--- src/hw/rtl/fba_search.sv ---
// ---------------------------------------------------------------------------
// Frame bitmap allocator free word search
// Keeps one full flag per bitmap word and finds the lowest word with room.
// ---------------------------------------------------------------------------
module fba_search #(
	parameter int unsigned NWORDS  = 128,
	parameter int unsigned WADDR_W = 7
) (
	input  logic               clk,
	input  logic               arst_n,
	input  logic               upd_en,
	input  logic [WADDR_W-1:0] upd_idx,
	input  logic               upd_full,
	output logic [WADDR_W-1:0] free_idx,
	output logic               free_hit
);

	logic [NWORDS-1:0] full_q;

	// The bitmap is all clear after reset, so no word is full.
	always_ff @(posedge clk or negedge arst_n) begin
		if (!arst_n) begin
			full_q <= '0;
		end else if (upd_en) begin
			full_q[upd_idx] <= upd_full;
		end
	end

	// Priority encoder: lowest word that still has a clear bit.
	always_comb begin
		free_idx = '0;
		free_hit = 1'b0;
		for (int i = NWORDS - 1; i >= 0; i--) begin
			if (!full_q[i]) begin
				free_idx = WADDR_W'(i);
				free_hit = 1'b1;
			end
		end
	end

endmodule

--- config.mk ---
export PLATFORM = sky130hd
export DESIGN_NAME = fba_search
export DESIGN_NICKNAME = d
export VERILOG_FILES = /design/src/hw/rtl/fba_search.sv
export SDC_FILE = /design/constraint.sdc
export NUM_CORES = 1
export LEC_CHECK = 0
export BUFFER_PORTS_ARGS = -buffer_cell sky130_fd_sc_hd__buf_2
export CORE_MARGIN = 2
export CORE_UTILIZATION = 40
export DETAILED_ROUTE_END_ITERATION = 10
export PLACE_DENSITY_LB_ADDON = 0.2
export SLEW_MARGIN = 30
export SYNTH_ARGS = -nofsm -noshare
export SYNTH_HDL_FRONTEND = slang
export SYNTH_SLANG_ARGS = --single-unit
--- constraint.sdc ---
create_clock -name clk -period 2.2 [get_ports clk]
set_input_delay 0.22 -clock clk [delete_from_list [all_inputs] [get_ports clk]]
set_output_delay 0.22 -clock clk [all_outputs]
set_load 0.005 [all_outputs]
==> flow_summary.json <==
{
  "clock-root-buffer": "clkbuf_16",
  "clkSinkCount": 128,
  "cpLargestDelayFamily": "simple AND/OR/NAND/NOR gates",
  "p_leak_nw": 4.034,
  "worstSetupStartpoint": "full_q[92]",
  "syn_area_um2": 7183,
  "reg2reg_slack_ns": 1.01,
  "synthXorXnorAreaFrac_pct": 0,
  "powerDensity_nw_per_um2": 704.7,
  "synth.avg_cell_area_um2": 9.402,
  "critPathLaunchType": "register",
  "grt_use_total_pct": 24.36,
  "gp_congestion": 0.8901,
  "portBuffers": 18,
  "arrival_ns": 2.51,
  "crit_type": "register to output pin",
  "ir_drop_mv": 0.5878,
  "antenna_found_initial": 0,
  "regMostFlops": "full_q",
  "required_ns": 1.98,
  "first_pass_iters": 5,
  "synthFlopType": "dfrtp_1",
  "die_y_um": 138.0,
  "muxShareOfSynthArea_pct": 19.75,
  "biggestRegsByFlops": "full_q x128",
  "detail-route-antenna-nets": 0,
  "synth_compound_area_share_pct": 10.12,
  "critPathSlowestCell": "or4_4",
  "htree_num_levels": 4,
  "diodes": 0,
  "cp_slowest_stage_delay_ns": 0.61,
  "critical_path_peak_fanout": 4,
  "placed_area_um2": 8320,
  "synth_area_leaders": "dfrtp_1, mux2_2, nand2_1",
  "first_global_vias": 6740,
  "drive_gt1_share_pct": 39.41,
  "synth_cell_types": 56,
  "yosysSeqAreaShare_pct": 44.59,
  "drt-initial-drc-count": 546,
  "period_needed_ns": 2.728,
  "tritoncts": "built",
  "maxCapViolCount": 0,
  "syn_nets": 775,
  "synth_top_area_share_pct": 44.59,
  "setup_ws_ns": -0.5277,
  "grt_setup_unrepaired": "true",
  "clk_path_buf_depth": 2,
  "design_area_um2": 9452,
  "fin_skew_ns": 0,
  "yosys_warnings": 0,
  "violations": "negative setup slack",
  "relSlewSlack_pct": 54.97,
  "drv_slew": 0,
  "die_width_um": 138.0,
  "synth_top_family_by_area": "simple AND/OR/NAND/NOR gates",
  "die-area_um2": 19050,
  "netlist_instances": 764,
  "worstHoldStart": "upd_full",
  "path_cells": "nand4_1, or4_4, or3_1, or3_4, buf_6",
  "grt_pass1_wl_mm": 36.40,
  "synth_common_cells": "nand2_1, dfrtp_1, mux2_2",
  "num_rows": 49,
  "num_vias": 6580,
  "layout.cells.non_filler": 1150,
  "synth_edf_count": 0,
  "cp_num_buf_inv": 1,
  "wl_mm": 22.56,
  "finalSetupViolCount": 8,
  "utilization_pct": 53.16,
  "grt_max_degree": 104,
  "drc": 0,
  "initial_core_util_pct": 40.40,
  "dp.cells": 1092,
  "period_share_pct": 124.0,
  "post-synth-top-count-cell": "nand2_1",
  "syn2layout_area_growth_pct": 31.58,
  "numCtsBuffers": 17,
  "hold_viol_final": 0,
  "wire_per_inst_um": 19.62,
  "max_slew.worst_pin.slew_ns": 0.6730,
  "synth_area_leader_cell": "dfrtp_1",
  "pre_cts_ws_ns": -0.3252,
  "clock_latency_ns": 0.42,
  "nets": 919,
  "largest_register_ffs": 128,
  "pin_count": 19,
  "dp_hpwl_mm": 15.32,
  "synth_fa_ha_area_share_pct": 0,
  "fmax_ghz": 0.3666,
  "status": "complete, but fails checks",
  "cp-end-kind": "output pin",
  "async_reset_ff_share_pct": 100.0,
  "synth_seq_cells": 128,
  "hold_class": "primary input to register",
  "clkTransAtPathRegs_ns": 0.06,
  "synth-simple-area-share_pct": 22.61,
  "drt-vias-per-instance": 5.722,
  "tns_ns": -2.892,
  "core_area_um2": 17780,
  "reg2reg_from": "full_q[95]",
  "gr-total-overflow": 0
}
==> worst reg2reg max path: stages (launching register included) <==
cell and delay (ns):
dfrtp_2 0.40, buf_4 0.15, buf_4 0.13, buf_4 0.13
mux2_2 0.26
==> where the power goes <==
group          total (mW)  switching [mW]  internal (mW)
clock                3.20            1.14           2.06
combinational       0.735           0.371          0.364
sequential           2.73           0.176           2.55
==> metal layers <==
layer  vias to the layer above  track usage, %  share of wire (%)  routed length, µm
li1                       3055               -                  -                  -
met1                      3227           33.58                 45              10070
met2                       239           38.33                 46              10480
met3                        59           4.434                5.6               1259
met4                         0           9.613                3.4                756
met5                         -               0                  0                  0
==> area by class of cell <==
cell class | count | area [µm²]
tap | 229 | 286.5
sequential | 128 | 3207
timing repair buffer | 155 | 1175
inverter | 26 | 97.59
clock inverter | 14 | 227.7
fill | 1583 | 8328
clock buffer | 18 | 439.2
multi-input combinational | 580 | 4019
==> final timing paths <==
check / to / cells past startpoint
worst min register to register: full_q[1] / 1
worst min-delay path: full_q[104] / 3
max in group asynchronous: full_q[80] / 3
min in group asynchronous: full_q[121] / 2
worst max-delay path: free_hit / 5
worst max register to register: full_q[95] / 4
==> through the flow <==
stage	hold WS, ns	power (mW)
2_1_floorplan	-0.07559	3.061
3_3_place_gp	0.2743	3.410
3_5_place_dp	0.2844	3.442
4_1_cts	0.2531	6.667
5_1_grt	0.2860	6.909
6_report	0.2657	6.661
==> placed cells by master, fill, tap and decap left out, drive strengths merged, types with 3 or more instances in the layout <==
cell type,count
a41oi,3
nor2,77
o2111ai,6
or4,4
a211oi,3
or3,11
dfrtp,128
o21ai,27
a21oi,14
a31oi,11
bufinv,5
nor3,11
inv,30
buf,154
nor4,7
nand2b,14
nand4,38
or2,5
a311oi,3
nor2b,8
a31o,3
a21o,4
nand3,19
o22ai,3
clkinv,4
clkbuf,18
mux2,126
o221ai,4
nand2,145
==> logic make-up after synthesis <==
group           Yosys count
buf+inv                  56
compound gates          105
mux                     126
simple gates            349
flops                   128
==> repair_timing <==
action,4_1_cts,5_1_grt
resized for setup,44,16
buffers inserted,17,11
gates cloned,0,0
pin swaps,33,6
hold buffers,1,0
hold endpoints to repair,43,0
setup endpoints to repair,8,8
Power figures use the tool's default switching activity.
