$ cat src/hw/rtl/fba_ram.sv
// ---------------------------------------------------------------------------
// Frame bitmap allocator word memory
// Simple dual-port synchronous memory with registered read.
// ---------------------------------------------------------------------------
module fba_ram #(
	parameter int unsigned DEPTH  = 128,
	parameter int unsigned WIDTH  = 32,
	parameter int unsigned ADDR_W = 7
) (
	input  logic              clk,
	input  logic              wr_en,
	input  logic [ADDR_W-1:0] wr_addr,
	input  logic [WIDTH-1:0]  wr_data,
	input  logic              rd_en,
	input  logic [ADDR_W-1:0] rd_addr,
	output logic [WIDTH-1:0]  rd_data
);

	logic [WIDTH-1:0] mem_q [DEPTH];

	// Write port.
	always_ff @(posedge clk) begin
		if (wr_en) begin
			mem_q[wr_addr] <= wr_data;
		end
	end

	// Registered read port; data holds until the next read.
	always_ff @(posedge clk) begin
		if (rd_en) begin
			rd_data <= mem_q[rd_addr];
		end
	end

endmodule

$ cat config.mk
export PLATFORM = sky130hd
export DESIGN_NAME = fba_ram
export DESIGN_NICKNAME = d
export VERILOG_FILES = /design/src/hw/rtl/fba_ram.sv
export SDC_FILE = /design/constraint.sdc
export NUM_CORES = 2
export LEC_CHECK = 0
export BUFFER_PORTS_ARGS = -buffer_cell sky130_fd_sc_hd__clkbuf_2
export CELL_PAD_IN_SITES_DETAIL_PLACEMENT = 1
export CELL_PAD_IN_SITES_GLOBAL_PLACEMENT = 1
export CORE_MARGIN = 4
export CORE_UTILIZATION = 45
export CTS_CLUSTER_DIAMETER = 40
export CTS_CLUSTER_SIZE = 14
export DETAILED_ROUTE_END_ITERATION = 12
export GPL_ROUTABILITY_DRIVEN = 0
export PLACE_DENSITY = 0.76
export RECOVER_POWER = 50
export REMOVE_ABC_BUFFERS = 1
export SYNTH_ARGS = -nofsm -noshare
export SYNTH_HDL_FRONTEND = slang
export SYNTH_SLANG_ARGS = --single-unit
$ cat constraint.sdc
create_clock -name clk -period 7.6 [get_ports clk]
set_clock_uncertainty 0.15 [all_clocks]
set_input_delay 0.76 -clock clk [delete_from_list [all_inputs] [get_ports clk]]
set_output_delay 0.76 -clock clk [all_outputs]
set_load 0.005 [all_outputs]
==> flow_summary.html <==
<table>
<tr><th>Metric</th><th>Value</th></tr>
<tr><th colspan="2">Timing</th></tr>
<tr><td>Tightest Pin Transition</td><td>slightly below 5000 ps</td></tr>
<tr><td>Min cycle time layout</td><td>roughly 5700 ps</td></tr>
<tr><td>Maximum clock frequency</td><td>about 180 MHz</td></tr>
<tr><td>Fraction of the cycle the final worst path needs</td><td>0.746</td></tr>
<tr><td>Worst slew slack as a fraction of its limit</td><td>-2.27</td></tr>
<tr><td>Setup tns final</td><td>0 ps</td></tr>
<tr><td>Final Max Slew Viols</td><td>3,104</td></tr>
<tr><td>Number of failing setup endpoints in the final timing report</td><td>0</td></tr>
<tr><td>Final setup margin</td><td>slightly below 2000 ps</td></tr>
<tr><td>Unrepaired setup endpoints after global routing</td><td>no</td></tr>
<tr><td>Final number of hold-violating endpoints</td><td>0</td></tr>
<tr><th colspan="2">Logic synthesis</th></tr>
<tr><td>Post-synthesis share of cell area spent on full adders, half adders and majority gates</td><td>0</td></tr>
<tr><td>Number of instances in the synthesized netlist</td><td>around 6,000</td></tr>
<tr><td>Number of synthesized register bits</td><td>between 4,000 and 5,000</td></tr>
<tr><td>Mean cell area of the mapped netlist</td><td>between 20 and 30 µm²</td></tr>
<tr><td>Post-Syn Area</td><td>0.157 mm²</td></tr>
<tr><td>Share of cell area taken by muxes after synthesis</td><td>0.196</td></tr>
<tr><td>Warnings, synthesis</td><td>0</td></tr>
<tr><td>Synth Area in Simple Gates</td><td>0.00445</td></tr>
<tr><td>Largest area contributor in the netlist</td><td>edfxtp_1</td></tr>
<tr><td>Synthesized-area fraction occupied by ao, oa, aoi and oai cells</td><td>0</td></tr>
<tr><td>Cell types occupying the most area after synthesis</td><td>edfxtp_1 (79%), mux4_2 (19%), clkbuf_1 (0.44%), nor2_1 (0.29%), buf_2 (0.25%)</td></tr>
<tr><td>Share of the synthesized area in the top cell type</td><td>0.792</td></tr>
<tr><td>Number of distinct standard cells referenced by the synthesized netlist</td><td>16</td></tr>
<tr><td>Post-synthesis share of cell area spent on xor and xnor gates</td><td>0</td></tr>
<tr><td>Dominant combinational cell family by area after synthesis</td><td>multiplexers</td></tr>
<tr><td>Sequential share of the synthesized area</td><td>0.792</td></tr>
<tr><th colspan="2">Run status</th></tr>
<tr><td>Status</td><td>complete, but fails checks</td></tr>
<tr><td>Violations in the final reports</td><td>capacitance limit, slew limit</td></tr>
<tr><th colspan="2">Floorplan</th></tr>
<tr><td>Core box area</td><td>between 0.3 and 0.4 mm²</td></tr>
<tr><td>Number of cell rows</td><td>between 200 and 250</td></tr>
<tr><td>Effective utilization at floorplan</td><td>0.452</td></tr>
<tr><td>Die extent in x</td><td>approximately 600 µm</td></tr>
<tr><td>Number of top-level pins</td><td>between 80 and 90</td></tr>
<tr><td>Height of the die</td><td>598 µm</td></tr>
<tr><td>Die area</td><td>around 0.36 mm²</td></tr>
<tr><th colspan="2">Setup path</th></tr>
<tr><td>Maximum cell stage delay along the critical path</td><td>2900 ps</td></tr>
<tr><td>Kind of end point of the critical path</td><td>register</td></tr>
<tr><td>CP Launch Type</td><td>input pin</td></tr>
<tr><td>Category of cells accounting for the largest share of critical-path delay</td><td>buffers and inverters</td></tr>
<tr><td>Cell at the slowest stage of the critical path</td><td>clkbuf_1</td></tr>
<tr><td>Worst setup path category</td><td>input pin to register</td></tr>
<tr><td>Reg2Reg Setup Slack</td><td>approximately 4600 ps</td></tr>
<tr><td>Total buffers and inverters traversed by the critical path</td><td>2</td></tr>
<tr><td>Length in cells of the worst reg-to-reg path</td><td>4</td></tr>
<tr><td>CP Data Required Time</td><td>7590 ps</td></tr>
<tr><td>Endpoint of the most critical register-to-register path</td><td>rd_data[9]</td></tr>
<tr><td>Critical path arrival</td><td>5650 ps</td></tr>
<tr><td>Crit path top cell by count</td><td>clkbuf_1</td></tr>
<tr><td>Reg-to-reg critical path startpoint</td><td>mem_q[87][9]</td></tr>
<tr><td>Max Fanout on Critical Path</td><td>80</td></tr>
<tr><td>Sequence of cells on the critical path</td><td>clkbuf_1 &gt; clkbuf_1</td></tr>
<tr><th colspan="2">Routing</th></tr>
<tr><td>Total wirelength of the detailed-routed design</td><td>465,000 µm</td></tr>
<tr><td>Remaining antenna violation count after routing</td><td>0</td></tr>
<tr><td>Mean routed wirelength per cell</td><td>between 40 and 50 µm</td></tr>
<tr><td>DR pass1 iterations</td><td>6</td></tr>
<tr><td>Number of violations reported at the end of detailed-routing iteration 0</td><td>13,005</td></tr>
<tr><td>Via count normalized by instance count</td><td>6.55</td></tr>
<tr><td>DRC violation count after routing</td><td>0</td></tr>
<tr><td>Routed vias</td><td>approximately 75,000</td></tr>
<tr><th colspan="2">Min path</th></tr>
<tr><td>Hold wc startpoint</td><td>wr_addr[1]</td></tr>
<tr><td>WHS Endpoint</td><td>mem_q[82][26]</td></tr>
<tr><td>Hold WC Path Type</td><td>input pin to register</td></tr>
<tr><td>Worst hold stages</td><td>3</td></tr>
<tr><th colspan="2">Place</th></tr>
<tr><td>Count of placed standard cells including taps</td><td>~11,000</td></tr>
<tr><td>Number of input and output port buffers inserted</td><td>80</td></tr>
<tr><td>Pre-CTS setup slack</td><td>between 2000 and 3000 ps</td></tr>
<tr><td>Placed wire-length estimate after detailed placement</td><td>between 200,000 and 250,000 µm</td></tr>
<tr><th colspan="2">CTS</th></tr>
<tr><td>Htree depth</td><td>5</td></tr>
<tr><td>Clock tree from TritonCTS</td><td>done</td></tr>
<tr><td>Insertion delay of the later-clocked pin in the worst-skew pair</td><td>roughly 950 ps</td></tr>
<tr><td>Sinks on Clock Net</td><td>4,128</td></tr>
<tr><td>Clock Tree Root</td><td>clkbuf_16</td></tr>
<tr><td>Clock transition at the register clock pins on the worst setup and hold paths after CTS</td><td>about 60 ps</td></tr>
<tr><td>CTS max path bufs</td><td>4</td></tr>
<tr><td>Number of buffers added by the clock tree synthesis step</td><td>454</td></tr>
<tr><th colspan="2">Power and ir drop</th></tr>
<tr><td>Worst IR Drop VDD</td><td>228 µV</td></tr>
<tr><td>Design Power</td><td>a little over 50,000 µW</td></tr>
<tr><td>Leakage power total</td><td>between 0.05 and 0.06 µW</td></tr>
<tr><td>Pwr dens</td><td>281 mW/mm²</td></tr>
<tr><th colspan="2">Global routing</th></tr>
<tr><td>GRT Overall Usage</td><td>0.261</td></tr>
<tr><td>Antenna violations before repair</td><td>55</td></tr>
<tr><td>Wire length of the first global-routing pass</td><td>between 600,000 and 700,000 µm</td></tr>
<tr><td>Overflow left after global routing</td><td>0</td></tr>
<tr><td>Number of global-route vias before repair</td><td>just under 80,000</td></tr>
<tr><td>Largest net degree at the start of global routing</td><td>around 120</td></tr>
<tr><th colspan="2">Final layout</th></tr>
<tr><td>Most common cell after layout, fill and taps aside</td><td>edfxtp_1</td></tr>
<tr><td>Share of final-layout standard cells stronger than drive strength 1</td><td>0.366</td></tr>
<tr><td>Filler cells</td><td>29,308</td></tr>
<tr><td>Synth-to-layout area growth</td><td>14.9%</td></tr>
<tr><td>Post-layout instance count excluding filler cells</td><td>11,446</td></tr>
<tr><td>Fin nets</td><td>between 6,000 and 7,000</td></tr>
<tr><td>Top library cells by usage in the layout, fill and taps aside</td><td>edfxtp_1 (4,128), mux4_2 (1,344), clkbuf_16 (468)</td></tr>
<tr><th colspan="2">Run</th></tr>
<tr><td>Max-cap check violation count</td><td>53</td></tr>
</table>
-- through the flow --
step           utilization  hold slack, ps  instance area (µm²)
2_1_floorplan            -             709               155000
3_3_place_gp         0.475             894               165000
3_5_place_dp         0.475             899               165000
4_1_cts              0.520            71.8               180000
5_1_grt              0.519             466               180000
6_report             0.519             483               180000
-- logic make-up (layout without fill, tap and decap cells) --
kind of cell,Yosys count,count (layout)
buffers and inverters,316,1137
AND/OR/NAND/NOR,170,170
other,0,57
flip-flops,4128,4128
multiplexers,1376,1376
-- tightest hold or removal path, stage by stage --
cell	delay, ps
clkbuf_2	170
nand2b_1	240
nor3_2	180
-- power by group --
part           switching (µW)  internal [µW]  leakage (µW)
clock                    9540          13300       0.00747
combinational            1540            888        0.0103
sequential               77.1          25200        0.0371
-- repair_timing --
item / in CTS / in global routing
setup buffers: 0 / 0
resized for setup: 0 / 0
setup endpoints to repair: 0 / 0
hold buffers: 1 / 0
hold endpoints to repair: 13 / 0
-- worst max-delay path by stage --
| stage | startpoint | to | slack [ps] | depth (start not counted) |
|---|---|---|---|---|
| after floorplan | wr_addr[3] | mem_q[102][0] | 3480 | 3 |
| after global placement | rd_addr[0] | rd_data[3] | 2690 | 6 |
| after detailed placement | rd_addr[0] | rd_data[3] | 2660 | 6 |
| after CTS | rd_addr[0] | rd_data[3] | 3650 | 6 |
| after global routing | wr_data[17] | mem_q[122][17] | 1760 | 2 |
| final | wr_data[21] | mem_q[109][21] | 1930 | 2 |
-- cell usage after synthesis, drive strengths merged --
cell type and n:
buf 134, clkbuf 182, edfxtp 4128, mux2 32
mux4 1344, nand2 14, nand2b 2, nand3 12
nand4 3, nor2 122, nor2b 7, nor3 9
or3 1
-- routing by layer --
layer,vias up,share of wire,track usage
met2,6379,0.49,0.416
met1,40170,0.33,0.342
li1,27412,-,-
met4,18,0.051,0.119
met3,957,0.13,0.0634
met5,-,0.00025,0
-- flip-flops by register name, summed over array words and instances, names as in the netlist --
register  count
mem_q      4096
rd_data      32
-- layout make-up --
| class | instances | area, µm² | share of cell area |
|---|---|---|---|
| diodes | 57 | 143 | 0.000793 |
| clock buffers | 497 | 11800 | 0.0657 |
| clock inverters | 330 | 3680 | 0.0204 |
| multi-input cells | 1546 | 32200 | 0.179 |
| flip-flops and latches | 4128 | 124000 | 0.689 |
| well taps | 4578 | 5730 | 0.0318 |
| repair buffers | 310 | 2400 | 0.0134 |
(Power assumes the default switching activity.)
